### src/pep_pkg.sv
// ----------------------------------------------------------------------------
// pep_pkg
// Types and constants shared by the page escape update parser.
// ----------------------------------------------------------------------------
package pep_pkg;

  localparam logic [7:0]  ESC_BYTE     = 8'h1B;
  localparam logic [7:0]  DIGIT_ZERO   = 8'd48;
  localparam logic [7:0]  RADIX        = 8'd10;
  localparam logic [7:0]  TERM_MOVE    = 8'h60;
  localparam logic [7:0]  TERM_REPEAT  = 8'h62;
  localparam logic [11:0] COUNT_MAX    = 12'd4095;
  localparam logic [12:0] CURSOR_LIMIT = 13'd4096;

  typedef enum logic [1:0] {
    MODE_NORMAL = 2'd0,
    MODE_SKIP   = 2'd1,
    MODE_DIGITS = 2'd2
  } mode_t;

  typedef struct packed {
    logic [7:0] stream_byte;
    logic       last_of_update;
  } in_item_t;

  typedef struct packed {
    logic        write_valid;
    logic [11:0] write_position;
    logic [7:0]  write_char;
    logic [12:0] run_length;
    logic        clipped;
    logic        end_of_update;
  } out_item_t;

  typedef struct packed {
    logic [11:0] position;
    logic [7:0]  char_code;
    logic [12:0] run_length;
    logic        clipped;
    logic [12:0] next_cursor;
  } run_t;

endpackage

### src/pep_stream_if.sv
// ----------------------------------------------------------------------------
// pep_stream_if
// Valid/ready channel carrying one item of a given payload type.
// ----------------------------------------------------------------------------
interface pep_stream_if #(
  parameter type payload_t = logic
) ();
  logic     valid;
  logic     ready;
  payload_t payload;

  modport source (output valid, output payload, input ready);
  modport sink   (input valid, input payload, output ready);
endinterface

### src/pep_run_unit.sv
// ----------------------------------------------------------------------------
// pep_run_unit
// Clips a write run at the cursor against the page length and advances
// the cursor with saturation.
// ----------------------------------------------------------------------------
module pep_run_unit (
  input  logic [12:0]   cursor,
  input  logic [11:0]   req,
  input  logic [12:0]   len,
  input  logic [7:0]    char_code,
  output pep_pkg::run_t run
);

  logic [12:0] room;
  logic [12:0] req_ext;
  logic [12:0] done;
  logic [13:0] sum;

  always_comb begin
    req_ext = {1'b0, req};
    room    = (cursor < len) ? (len - cursor) : 13'd0;
    done    = (req_ext < room) ? req_ext : room;
    sum     = {1'b0, cursor} + {2'b00, req};

    run.position    = cursor[11:0];
    run.char_code   = char_code;
    run.run_length  = done;
    run.clipped     = (done < req_ext);
    run.next_cursor = (sum > {1'b0, pep_pkg::CURSOR_LIMIT}) ? pep_pkg::CURSOR_LIMIT
                                                             : sum[12:0];
  end

endmodule

### src/page_escape_update_parser.sv
// ----------------------------------------------------------------------------
// page_escape_update_parser
// Parses a page-update byte stream into clipped write runs on a text page.
// ----------------------------------------------------------------------------
// Each accepted item's result is captured in the output register.
// Throughput: 1 item per cycle while the output is not stalled; parser state and
// run clipping settle in one pass of logic ahead of the output register.
// A stalled result holds the output register and blocks the input.
// Reset: synchronous, clears parser state, cursor, last character and
// output valid, and sets page_length to 4096.
// ----------------------------------------------------------------------------
module page_escape_update_parser #(
  parameter int PAGE_SIZE = 4096
) (
  input  logic               clk,
  input  logic               rst_n,
  pep_stream_if.sink         in_s,
  pep_stream_if.source       out_s,
  input  logic               cfg_wr_en,
  input  logic [12:0]        cfg_wr_data
);

  localparam int LEN_LIMIT = (PAGE_SIZE < 4096) ? PAGE_SIZE : 4096;

  pep_pkg::mode_t     mode_r, mode_nxt;
  logic [11:0]        count_r, count_nxt;
  logic [12:0]        cursor_r, cursor_nxt;
  logic [7:0]         last_char_r, last_char_nxt;
  logic [12:0]        page_length_r;
  logic               out_valid_r;
  pep_pkg::out_item_t out_item_r, out_item_nxt;

  logic               accept;
  logic               wrote;
  logic [7:0]         b;
  logic               last;
  logic               is_digit;
  logic [15:0]        digit_val;
  logic [12:0]        len;
  logic [11:0]        req;
  logic [7:0]         run_char;
  pep_pkg::run_t      run;

  assign in_s.ready    = !out_valid_r || out_s.ready;
  assign accept        = in_s.valid && in_s.ready;
  assign out_s.valid   = out_valid_r;
  assign out_s.payload = out_item_r;

  assign b        = in_s.payload.stream_byte;
  assign last     = in_s.payload.last_of_update;
  assign len      = (page_length_r > 13'(LEN_LIMIT)) ? 13'(LEN_LIMIT) : page_length_r;
  assign is_digit = (b >= pep_pkg::DIGIT_ZERO) &&
                    (b < (pep_pkg::DIGIT_ZERO + pep_pkg::RADIX));
  assign digit_val = {1'b0, count_r, 3'b000} + {3'b000, count_r, 1'b0}
                   + 16'(b - pep_pkg::DIGIT_ZERO);
  assign req      = (mode_r == pep_pkg::MODE_DIGITS) ? (count_r - 12'd1) : 12'd1;
  assign run_char = (mode_r == pep_pkg::MODE_DIGITS) ? last_char_r : b;

  pep_run_unit u_run (
    .cursor    (cursor_r),
    .req       (req),
    .len       (len),
    .char_code (run_char),
    .run       (run)
  );

  always_comb begin
    mode_nxt      = mode_r;
    count_nxt     = count_r;
    cursor_nxt    = cursor_r;
    last_char_nxt = last_char_r;
    wrote         = 1'b0;

    case (mode_r)
      pep_pkg::MODE_SKIP: begin
        mode_nxt  = pep_pkg::MODE_DIGITS;
        count_nxt = 12'd0;
      end
      pep_pkg::MODE_DIGITS: begin
        if (is_digit) begin
          count_nxt = (digit_val > {4'b0000, pep_pkg::COUNT_MAX}) ? pep_pkg::COUNT_MAX
                                                                  : digit_val[11:0];
        end else begin
          if (b == pep_pkg::TERM_MOVE) begin
            cursor_nxt = {1'b0, count_r};
          end else if (b == pep_pkg::TERM_REPEAT && count_r > 12'd1) begin
            wrote      = 1'b1;
            cursor_nxt = run.next_cursor;
          end
          mode_nxt  = pep_pkg::MODE_NORMAL;
          count_nxt = 12'd0;
        end
      end
      default: begin
        mode_nxt = pep_pkg::MODE_NORMAL;
        if (b == pep_pkg::ESC_BYTE) begin
          mode_nxt = pep_pkg::MODE_SKIP;
        end else begin
          last_char_nxt = b;
          wrote         = 1'b1;
          cursor_nxt    = run.next_cursor;
        end
      end
    endcase

    if (last) begin
      mode_nxt      = pep_pkg::MODE_NORMAL;
      count_nxt     = 12'd0;
      cursor_nxt    = 13'd0;
      last_char_nxt = 8'd0;
    end

    out_item_nxt                = '0;
    out_item_nxt.end_of_update  = last;
    if (wrote) begin
      out_item_nxt.write_valid    = 1'b1;
      out_item_nxt.write_position = run.position;
      out_item_nxt.write_char     = run.char_code;
      out_item_nxt.run_length     = run.run_length;
      out_item_nxt.clipped        = run.clipped;
    end
  end

  always_ff @(posedge clk) begin
    if (!rst_n) begin
      mode_r        <= pep_pkg::MODE_NORMAL;
      count_r       <= 12'd0;
      cursor_r      <= 13'd0;
      last_char_r   <= 8'd0;
      page_length_r <= 13'd4096;
      out_valid_r   <= 1'b0;
    end else begin
      if (cfg_wr_en) begin
        page_length_r <= cfg_wr_data;
      end
      if (accept) begin
        mode_r      <= mode_nxt;
        count_r     <= count_nxt;
        cursor_r    <= cursor_nxt;
        last_char_r <= last_char_nxt;
        out_valid_r <= wrote || last;
      end else if (out_s.ready) begin
        out_valid_r <= 1'b0;
      end
    end
  end

  always_ff @(posedge clk) begin
    if (accept) begin
      out_item_r <= out_item_nxt;
    end
  end

endmodule

### src/flat_wrapper.sv
// flat-port wrapper written by rule: the top's interface ports become plain ports
module page_escape_update_parser_flat 
#(
  parameter int PAGE_SIZE = 4096
)
  (clk, rst_n, cfg_wr_en, cfg_wr_data, in_s_valid, in_s_payload, in_s_ready, out_s_valid, out_s_payload, out_s_ready);
  pep_stream_if #(.payload_t(pep_pkg::in_item_t)) in_s_i ();
  pep_stream_if #(.payload_t(pep_pkg::out_item_t)) out_s_i ();
  input  logic clk;
  input  logic rst_n;
  input  logic cfg_wr_en;
  input  logic [12:0] cfg_wr_data;
  input wire logic [$bits(in_s_i.valid)-1:0] in_s_valid;
  input wire logic [$bits(in_s_i.payload)-1:0] in_s_payload;
  output wire logic [$bits(in_s_i.ready)-1:0] in_s_ready;
  output wire logic [$bits(out_s_i.valid)-1:0] out_s_valid;
  output wire logic [$bits(out_s_i.payload)-1:0] out_s_payload;
  input wire logic [$bits(out_s_i.ready)-1:0] out_s_ready;
  assign in_s_i.valid = in_s_valid;
  assign in_s_i.payload = in_s_payload;
  assign in_s_ready = in_s_i.ready;
  assign out_s_valid = out_s_i.valid;
  assign out_s_payload = out_s_i.payload;
  assign out_s_i.ready = out_s_ready;
  page_escape_update_parser #(.PAGE_SIZE(PAGE_SIZE)) u_core (.clk(clk), .rst_n(rst_n), .in_s(in_s_i), .out_s(out_s_i), .cfg_wr_en(cfg_wr_en), .cfg_wr_data(cfg_wr_data));
endmodule
### config.mk
export PLATFORM = sky130hd
export DESIGN_NAME = page_escape_update_parser_flat
export DESIGN_NICKNAME = d
export VERILOG_FILES = /design/src/pep_pkg.sv /design/src/pep_stream_if.sv /design/src/pep_run_unit.sv /design/src/page_escape_update_parser.sv /design/src/flat_wrapper.sv
export SDC_FILE = /design/constraint.sdc
export NUM_CORES = 1
export LEC_CHECK = 0
export BUFFER_PORTS_ARGS = -buffer_cell sky130_fd_sc_hd__buf_2
export CORE_ASPECT_RATIO = 2
export CORE_MARGIN = 2
export CORE_UTILIZATION = 55
export DETAILED_ROUTE_END_ITERATION = 8
export GPL_TIMING_DRIVEN = 0
export PLACE_DENSITY_LB_ADDON = 0.12
export SYNTH_ARGS = -nofsm -noshare
export SYNTH_HDL_FRONTEND = slang
export SYNTH_SLANG_ARGS = --single-unit
### constraint.sdc
create_clock -name clk -period 6 [get_ports clk]
set_input_delay 0.3 -clock clk [delete_from_list [all_inputs] [get_ports clk]]
set_output_delay 0.3 -clock clk [all_outputs]
set_load 0.005 [all_outputs]
# Word-level counts from Yosys, hierarchy flattened
# Index checks and enable logic that the tools add are counted.
[word_totals] register_bits=85 input_bits=27 out_inout_bits=38
[classes] add_sub_neg=6 magnitude_cmp=9 n_eq_ne=11 n_mux=31 n_reduce_logical=13
[ops] op="two-way mux 13 bit" n=9
[ops] op="two-way mux 12 bit" n=4
[ops] op="two-way mux 35 bit" n=1
[ops] op="two-way mux 8 bit" n=4
[ops] op="one-hot mux 13 bit (2 select lines)" n=1
[ops] op="one-hot mux 12 bit (2 select lines)" n=1
[ops] op="adder 15 x 13 -> 16 bit" n=1
[ops] op="adder 16 bit" n=1
[ops] op="equality test 8 x 7 -> 1 bit, second input constant" n=2
[ops] op="greater-than comparator 16 x 12 -> 1 bit, second input constant" n=1
[ops] op="adder 13 x 12 -> 14 bit" n=1
[ops] op="greater-than comparator 14 x 13 -> 1 bit, second input constant" n=1
[ops] op="greater-than comparator 13 bit, second input constant" n=1
[ops] op="less-than comparator 12 x 13 -> 1 bit" n=1
[ops] op="less-than comparator 13 x 12 -> 1 bit" n=1
[ops] op="less-than comparator 13 bit" n=1
[ops] op="subtractor 13 bit" n=1
[ops] op="greater-than comparator 12 x 1 -> 1 bit, second input constant" n=1
[ops] op="subtractor 12 x 1 -> 12 bit, second input constant" n=1
[ops] op="subtractor 8 x 6 -> 9 bit, second input constant" n=1
[ops] op="equality test 8 x 5 -> 1 bit, second input constant" n=1
[ops] op="greater-or-equal comparator 8 x 6 -> 1 bit, second input constant" n=1
[ops] op="less-than comparator 8 x 6 -> 1 bit, second input constant" n=1
[ops] op="two-way mux 1 bit" n=7
[ops] op="other kinds (19)" n=25

# Logic depth before layout (Yosys ltp)
# Gate-level depths: netlist (run 1).
[depth] word_depth=10 ltp_mapped=28 depth_no_buf=25

# Modules after synthesis
# A second synthesis (run 1) with hierarchy kept.
[hier_totals] hier_cells=783 area_unflattened_um2=7088.0
[by_module_without_submodules] module="page_escape_update_parser" n_inst=1 cells_each=478 area_each_um2=4859.7
[by_module_without_submodules] module="pep_run_unit" n_inst=1 cells_each=305 area_each_um2=2228.4

# Worst setup path before layout (run 1)
# Ideal clock, no wire load.
[synth_path] path_type="reg2reg" from="register u_core.page_length_r[12]" to="register u_core.out_item_r, in the netlist u_core.out_s.payload[1] (data pin)" t_arrival_ps=5338 t_required_ps=5868 setup_slack_ps=530 path_stages_with_launch=29 path_cell_list="dfxtp_1 clkbuf_1 nor2b_1 ha_1 and3_1 o21a_1 o211ai_1 nor3b_1 o21ai_1 buf_2 nand2_1 ha_1 or3_1 o211ai_2 o311ai_1 or4_1 buf_2 and2_0 buf_6 nand3_1 a21oi_1 ha_1 a21o_1 a21o_1 a21o_1 a21oi_1 nor2b_1 o21ai_0 o311a_1"
[synth_rtl] item="from (decl)" line_no="page_escape_update_parser.sv:29" source="logic [12:0] page_length_r;"
[synth_rtl] item="from (signal assigned)" line_no="page_escape_update_parser.sv:134" source="page_length_r <= cfg_wr_data;"
[synth_rtl] item="to (signal assigned)" line_no="page_escape_update_parser.sv:150" source="out_item_r <= out_item_nxt;"
[synth_rtl] item="to (decl)" line_no="page_escape_update_parser.sv:31" source="pep_pkg::out_item_t out_item_r, out_item_nxt;"

==> flow_summary.json, run 1 <==
{
  "critical_path_class": "reg2reg",
  "critical-path-top-delay-family": "simple AND/OR/NAND/NOR gates",
  "static-leakage-power_nw": 3.55,
  "fin_setup_tns_ns": 0,
  "post_synth_inst_count": 778,
  "layout.core_utilization_pct": 63.9,
  "reg2reg_depth": 28,
  "worst_clock_skew_ns": 0.0117,
  "layout-drive-gt1-share_pct": 18.2,
  "drt_first_pass_iters": 5,
  "vias": 6310,
  "grt_first_pass_wirelength_um": 33400,
  "slew_headroom_pct": 22.8,
  "synth_async_sr_flop_share_pct": 0,
  "die_x_um": 83.9,
  "path_clk_slew_ns": 0.07,
  "clock_latency_ns": 0.36,
  "initial_utilization_pct": 55.9,
  "power_density_nw_per_um2": 200,
  "place_worst_setup_slack_ns": -0.868,
  "fin_crit_sh_pct": 96.3,
  "timing.hold.worst.class": "in2reg",
  "diodes": 0,
  "ys_warn_count": 0,
  "clock-root-buffer": "sky130_fd_sc_hd__clkbuf_16",
  "cp-start-kind": "flop",
  "hold_depth": 3,
  "r2r-start": "u_core.page_length_r[12]$_SDFFE_PN1P_",
  "synthesis.area_per_instance_sq_um": 9.03,
  "die_area_sq_um": 13700,
  "finalWirelength_um": 21200,
  "synth.yosys.seq_area_share_pct": 29.4,
  "drc_violations_left": 0,
  "crit_path_max_incr_delay_ns": 0.51,
  "netlist.top_cell.by_area": "sky130_fd_sc_hd__edfxtp_1",
  "fin_crit_ns": 5.78,
  "holdPathEnd": "u_core.page_length_r[12]$_SDFFE_PN1P_",
  "layout_setup_ws_ns": 0.224,
  "status": "completed",
  "buffer_ports.inserted": 62,
  "whs_ns": 0.161,
  "antenna_found_initial": 0,
  "rows": 58,
  "cts_made_buffers": 9,
  "postSynth.topFlopCell": "sky130_fd_sc_hd__dfxtp_1",
  "die_y_um": 164,
  "path_buf_inv": 4,
  "holdBufCountCts": 0,
  "htreeDepth": 3,
  "synth.top_cells.by_area": "sky130_fd_sc_hd__edfxtp_1 15%, sky130_fd_sc_hd__dfxtp_1 14%, sky130_fd_sc_hd__ha_1 13%, sky130_fd_sc_hd__a21oi_1 3.8%, sky130_fd_sc_hd__fa_1 3.7%",
  "netlist_area_sq_um": 7020,
  "dpl.cell_count": 990,
  "postSynthRegisterBits": 85,
  "timing.critical_path.slowest_stage_cell": "sky130_fd_sc_hd__or4_1",
  "synth.top_cell.area_share_pct": 15.4,
  "synth_edf_count": 36,
  "tritoncts": "yes",
  "timing.critical_path.required_ns": 6.23,
  "place.detailed.hpwl_um": 16800,
  "rr_endpoint": "u_core.out_s.payload[1]$_SDFFCE_PN0P_",
  "worst_slew_pin_slew_ns": 1.15,
  "layout_stage_area_growth_over_the_synthesis_result_pct": 14.3,
  "grt_pass1_vias": 6464,
  "clkSinkCount": 85,
  "count_of_routing_violations_after_the_opening_detailed_route_iteration": 273,
  "stdcell_count": 1016,
  "cap_viol_max_count": 0,
  "grt.total_usage_pct": 31.2,
  "setup.worst_path.end_class": "flop",
  "num_io_pins": 65,
  "final-max-slew-violation-count": 0,
  "ctsLongestPathBuffers": 2,
  "grt_max_degree": 40,
  "drtAntennaViolNets": 0,
  "instance_count_on_the_critical_path": 28,
  "cp.arrival_ns": 6.00,
  "setup_viol_count_final": 0,
  "syn_nets": 891,
  "worstPathMaxFanout": 10,
  "num-fill-cells": 1112,
  "gp_routability_congestion": 0.961,
  "core_sq_um": 12600,
  "min_from": "cfg_wr_data[12]",
  "fmaxAchievable_mhz": 173,
  "vdd.ir_drop.worst_mv": 0.208,
  "ff2ff_setup_slack_ns": 0.22,
  "final_hold_fails": 0,
  "overall_overflow_remaining_after_global_route": 0,
  "route.detailed.wl_per_inst_um": 20.8,
  "synth_cell_types": 82,
  "route.detailed.vias_per_inst": 6.21,
  "finalNetCount": 974
}
## worst max path at each step
stage,to,from,slack [ns]
2_1_floorplan,u_core.out_s.payload[1]$_SDFFCE_PN0P_,u_core.page_length_r[12]$_SDFFE_PN1P_,0.53
3_3_place_gp,u_core.out_s.payload[1]$_SDFFCE_PN0P_,u_core.page_length_r[12]$_SDFFE_PN1P_,-0.89
3_5_place_dp,u_core.out_s.payload[1]$_SDFFCE_PN0P_,u_core.page_length_r[12]$_SDFFE_PN1P_,-0.87
4_1_cts,u_core.out_s.payload[1]$_SDFFCE_PN0P_,u_core.page_length_r[12]$_SDFFE_PN1P_,0.02
5_1_grt,u_core.out_s.payload[1]$_SDFFCE_PN0P_,u_core.page_length_r[12]$_SDFFE_PN1P_,-0.004
6_report,u_core.out_s.payload[1]$_SDFFCE_PN0P_,u_core.page_length_r[12]$_SDFFE_PN1P_,0.22
## Yosys cell counts, types with 12 or more instances
cell,count
sky130_fd_sc_hd__a21o_1,15
sky130_fd_sc_hd__dfxtp_1,49
sky130_fd_sc_hd__fa_1,13
sky130_fd_sc_hd__inv_1,58
sky130_fd_sc_hd__nor2_1,49
sky130_fd_sc_hd__a21oi_1,53
sky130_fd_sc_hd__xnor2_1,24
sky130_fd_sc_hd__a211oi_1,12
sky130_fd_sc_hd__o21ai_0,35
sky130_fd_sc_hd__clkbuf_1,18
sky130_fd_sc_hd__nand2_1,50
sky130_fd_sc_hd__nand2b_1,16
sky130_fd_sc_hd__mux2i_1,23
sky130_fd_sc_hd__ha_1,73
sky130_fd_sc_hd__nor2b_1,41
sky130_fd_sc_hd__edfxtp_1,36
## cells in the final DEF (no fill, tap or decap), types with 11 or more instances in the layout
cell	n
sky130_fd_sc_hd__fa_1	12
sky130_fd_sc_hd__xnor2_1	23
sky130_fd_sc_hd__edfxtp_1	36
sky130_fd_sc_hd__a21oi_1	52
sky130_fd_sc_hd__a21o_1	15
sky130_fd_sc_hd__buf_2	63
sky130_fd_sc_hd__ha_1	70
sky130_fd_sc_hd__o21ai_0	31
sky130_fd_sc_hd__inv_1	58
sky130_fd_sc_hd__xor2_1	11
sky130_fd_sc_hd__nor2b_1	38
sky130_fd_sc_hd__buf_4	11
sky130_fd_sc_hd__nor2_1	49
sky130_fd_sc_hd__nand2b_1	16
sky130_fd_sc_hd__nand3_1	11
sky130_fd_sc_hd__mux2i_1	23
sky130_fd_sc_hd__clkbuf_1	14
sky130_fd_sc_hd__dfxtp_1	47
sky130_fd_sc_hd__nand2_1	49
sky130_fd_sc_hd__a211oi_1	12
## power by group
part	switching [mW]	internal, mW	total [mW]
combinational	0.232	0.159	0.391
sequential	0.0130	0.628	0.641
clock	0.279	0.296	0.575
total	0.524	1.08	1.61
## stage by stage
step                      total power, mW  instance area, sq um
after detailed placement             1.01                  7520
after global placement               1.00                  7520
after floorplan                     0.899                  7020
final                                1.61                  8020
after global routing                 1.67                  8020
after CTS                            1.60                  7910
## sequential cells by signal (all words and copies together) (netlist names)
register              flops
u_core.page_length_r     13
u_core.mode_r             2
u_core.cursor_r          13
u_core.last_char_r        8
u_core.out_s.payload     36
u_core.out_s.valid        1
u_core.count_r           12
## worst register-to-register path, delay by kind of cell, from the launching register on
kind / cells / cell delay, ns
compound gates: 11 / 1.63
xor+xnor: 1 / 0.18
fa+ha+maj: 3 / 0.84
buf+inv: 4 / 0.63
flops: 1 / 0.38
simple gates: 9 / 1.98
## cells by family after synthesis
group / synth area share [%]
other: 0.0534
XOR/XNOR: 4.37
buffers and inverters: 4.97
flip-flops: 29.4
multiplexers: 3.47
AO/OA/AOI/OAI: 22.1
AND/OR/NAND/NOR: 19.0
adder cells (fa/ha/maj): 16.7
## what timing repair did
action                                  CTS  global route
setup buffers                             5             6
pin swaps                                 3             7
gates resized for setup                  15            25
gates cloned                              0             0
endpoints found under the setup margin    1             1
## cell type report
| type | count | area, sq um | area share [%] |
|---|---|---|---|
| Multi-Input combinational cell | 607 | 4710 | 58.7 |
| Sequential cell | 85 | 2070 | 25.8 |
| Timing Repair Buffer | 73 | 393 | 4.90 |
| Clock buffer | 9 | 225 | 2.81 |
| Inverter | 59 | 221 | 2.76 |
| Tap cell | 150 | 188 | 2.34 |
| Buffer | 26 | 146 | 1.82 |
| Clock inverter | 7 | 73.8 | 0.920 |
## layer usage
metal  track usage, %  part of all wire [%]  up-vias
li1                 -                     -     3013
met1             30.4                    35     3008
met2             58.8                    54      202
met3             4.67                   3.5       87
met4             22.1                   7.4        0
met5                0                     0        -
Power figures use the tool's default switching activity.
==> inputs of run 2 (changes only) <==
==> constraint.sdc (replaced) <==
create_clock -name clk -period 6.9 [get_ports clk]
set_input_delay 0.345 -clock clk [delete_from_list [all_inputs] [get_ports clk]]
set_output_delay 0.345 -clock clk [all_outputs]
set_load 0.005 [all_outputs]
==> run 2 against run 1 <==
  * Global-route usage decreased by 0.11 points
  * Clock power decreased by 13%
  * Critical path depth decreased by 3
  * Largest power group unchanged
  * Register-to-register slack improved by 0.096 ns
  * Combinational power decreased by 18%
  * First-iteration DRC count increased by 5.1%
  * Cell area decreased by 2.1%
  * Clock skew decreased by 0.00076 ns
==> flow_summary.json, run 2 (synthesized netlist as in run 1, its figures left out) <==
{
  "placed_area_sq_um": 7520,
  "r2r-start": "u_core.page_length_r[12]$_SDFFE_PN1P_",
  "tritoncts": "yes",
  "min_from": "cfg_wr_data[12]",
  "power_density_nw_per_um2": 175,
  "fmaxAchievable_mhz": 152,
  "rows": 58,
  "place.detailed.hpwl_um": 16800,
  "clock-root-buffer": "sky130_fd_sc_hd__clkbuf_16",
  "cts_setup_buffers": 0,
  "initial_utilization_pct": 55.9,
  "die_x_um": 83.9,
  "diodes": 0,
  "route.detailed.vias_per_inst": 6.16,
  "rr_endpoint": "u_core.out_s.payload[1]$_SDFFCE_PN0P_",
  "whs_ns": 0.205,
  "fin_crit_sh_pct": 95.4,
  "layout.core_utilization_pct": 62.6,
  "reg2reg_depth": 25,
  "drc_violations_left": 0,
  "flip_flop_count_of_the_largest_register_all_copies_and_words_added": 36,
  "layout_stage_area_growth_over_the_synthesis_result_pct": 11.9,
  "setup_viol_count_final": 0,
  "status": "completed",
  "path_clk_slew_ns": 0.07,
  "timing.critical_path.required_ns": 7.13,
  "grt_first_pass_wirelength_um": 33100,
  "vdd.ir_drop.worst_mv": 0.183,
  "final-max-slew-violation-count": 0,
  "layout_setup_ws_ns": 0.320,
  "route.detailed.wl_per_inst_um": 20.8,
  "static-leakage-power_nw": 3.47,
  "setup.worst_path.end_class": "flop",
  "num_io_pins": 65,
  "fin_crit_ns": 6.58,
  "overall_overflow_remaining_after_global_route": 0,
  "count_of_routing_violations_after_the_opening_detailed_route_iteration": 287,
  "finalWirelength_um": 20900,
  "final_cell_area_sq_um": 7860,
  "cp-start-kind": "flop",
  "grt_pass1_vias": 6408,
  "rsz_0062_raised_after_global_routing": "no",
  "slew_headroom_pct": 25.9,
  "critPathLaunch": "u_core.page_length_r[12]$_SDFFE_PN1P_",
  "ff2ff_setup_slack_ns": 0.32,
  "htreeDepth": 3,
  "place_worst_setup_slack_ns": 0.0318,
  "clock_latency_ns": 0.36,
  "layout-drive-gt1-share_pct": 15.1,
  "timing.hold.worst.class": "in2reg",
  "critical_path_class": "reg2reg",
  "vias": 6201,
  "cts_made_buffers": 9,
  "final_hold_fails": 0,
  "die_area_sq_um": 13700,
  "grt.total_usage_pct": 31.1,
  "finalNetCount": 964,
  "antenna_found_initial": 0,
  "die_y_um": 164,
  "cap_viol_max_count": 0,
  "worstPathMaxFanout": 10,
  "buffer_ports.inserted": 62,
  "worst_clock_skew_ns": 0.0109,
  "num-fill-cells": 1121,
  "total_power_consumption_of_the_routed_design_mw": 1.38,
  "cp.arrival_ns": 6.81,
  "clkSinkCount": 85,
  "worst_slew_pin_slew_ns": 1.10,
  "grt_max_degree": 40,
  "gp_routability_congestion": 0.961,
  "critical_path.endpoint": "u_core.out_s.payload[1]$_SDFFCE_PN0P_",
  "drt_first_pass_iters": 5,
  "stdcell_count": 1006,
  "dpl.cell_count": 990,
  "commonest_cells_after_routing_fill_and_taps_aside": "73 x sky130_fd_sc_hd__ha_1, 65 x sky130_fd_sc_hd__buf_2, 58 x sky130_fd_sc_hd__inv_1",
  "fin_setup_tns_ns": 0,
  "ctsLongestPathBuffers": 2,
  "core_sq_um": 12600,
  "drtAntennaViolNets": 0,
  "layout_commonest_cell": "sky130_fd_sc_hd__ha_1"
}
[run 2: changes by cell type in the layout (fill, tap and decap cells not counted), moves of 3 or more]
cell / delta
sky130_fd_sc_hd__o21ai_0: +4
sky130_fd_sc_hd__buf_6: -3
sky130_fd_sc_hd__nor2b_1: +3
sky130_fd_sc_hd__clkbuf_1: +4
sky130_fd_sc_hd__buf_4: -11
sky130_fd_sc_hd__o21ai_1: -3
sky130_fd_sc_hd__ha_1: +3
sky130_fd_sc_hd__ha_2: -3
[run 2: final cells by class]
cell class	instances	area, sq um	area share [%]
Timing Repair Buffer	62	310	3.95
Buffer	27	128	1.62
Clock inverter	7	73.8	0.940
Clock buffer	9	225	2.87
Tap cell	150	188	2.39
Inverter	59	221	2.82
Multi-Input combinational cell	607	4650	59.2
Sequential cell	85	2060	26.3
[run 2: timing repair]
item / CTS / global route
gates cloned: 0 / 0
setup endpoints to repair: 1 / 1
hold buffers: 0 / 0
resized for setup: 1 / 5
[run 2: how the worst min path moves through the flow]
stage	endpoint	slack [ns]	cells past startpoint
after floorplan	u_core.out_s.payload[0]$_DFFE_PP_	0.44	0
after global placement	u_core.page_length_r[8]$_SDFFE_PN0P_	0.49	2
after detailed placement	u_core.last_char_r[4]$_SDFFE_PN0P_	0.50	2
after CTS	u_core.page_length_r[12]$_SDFFE_PN1P_	0.20	3
after global routing	u_core.page_length_r[12]$_SDFFE_PN1P_	0.22	3
final	u_core.page_length_r[12]$_SDFFE_PN1P_	0.20	3
[run 2: metal layers]
metal	up-vias	track usage (%)	share of wire [%]
met1	2952	30.7	36
met5	-	0	0
met4	0	20.2	6.2
met2	186	59.3	55
met3	70	4.37	3.2
li1	2993	-	-
[run 2: critical path, cell delays in order, from the launching register on]
cell,delay (ns)
sky130_fd_sc_hd__dfxtp_1,0.45
sky130_fd_sc_hd__clkbuf_1,0.36
sky130_fd_sc_hd__nor2b_1,0.13
sky130_fd_sc_hd__ha_1,0.29
sky130_fd_sc_hd__clkbuf_1,0.29
sky130_fd_sc_hd__or3b_2,0.48
sky130_fd_sc_hd__or4b_2,0.62
sky130_fd_sc_hd__o211ai_1,0.23
sky130_fd_sc_hd__nand2_1,0.10
sky130_fd_sc_hd__ha_1,0.33
sky130_fd_sc_hd__o21ai_0,0.09
sky130_fd_sc_hd__o311ai_1,0.60
sky130_fd_sc_hd__or4_1,0.21
sky130_fd_sc_hd__buf_2,0.25
sky130_fd_sc_hd__and2_0,0.19
sky130_fd_sc_hd__buf_6,0.15
sky130_fd_sc_hd__nand3_1,0.11
sky130_fd_sc_hd__a21oi_1,0.25
sky130_fd_sc_hd__ha_1,0.29
sky130_fd_sc_hd__a21o_1,0.16
sky130_fd_sc_hd__a21o_1,0.17
sky130_fd_sc_hd__a21o_1,0.17
sky130_fd_sc_hd__a21oi_1,0.14
sky130_fd_sc_hd__nor2b_1,0.06
sky130_fd_sc_hd__o21ai_0,0.16
sky130_fd_sc_hd__o311a_1,0.18
[run 2: report_power, final]
group / internal, mW / total, mW / switching [mW]
clock: 0.257 / 0.501 / 0.244
sequential: 0.546 / 0.558 / 0.0113
combinational: 0.124 / 0.320 / 0.195
total: 0.928 / 1.38 / 0.451
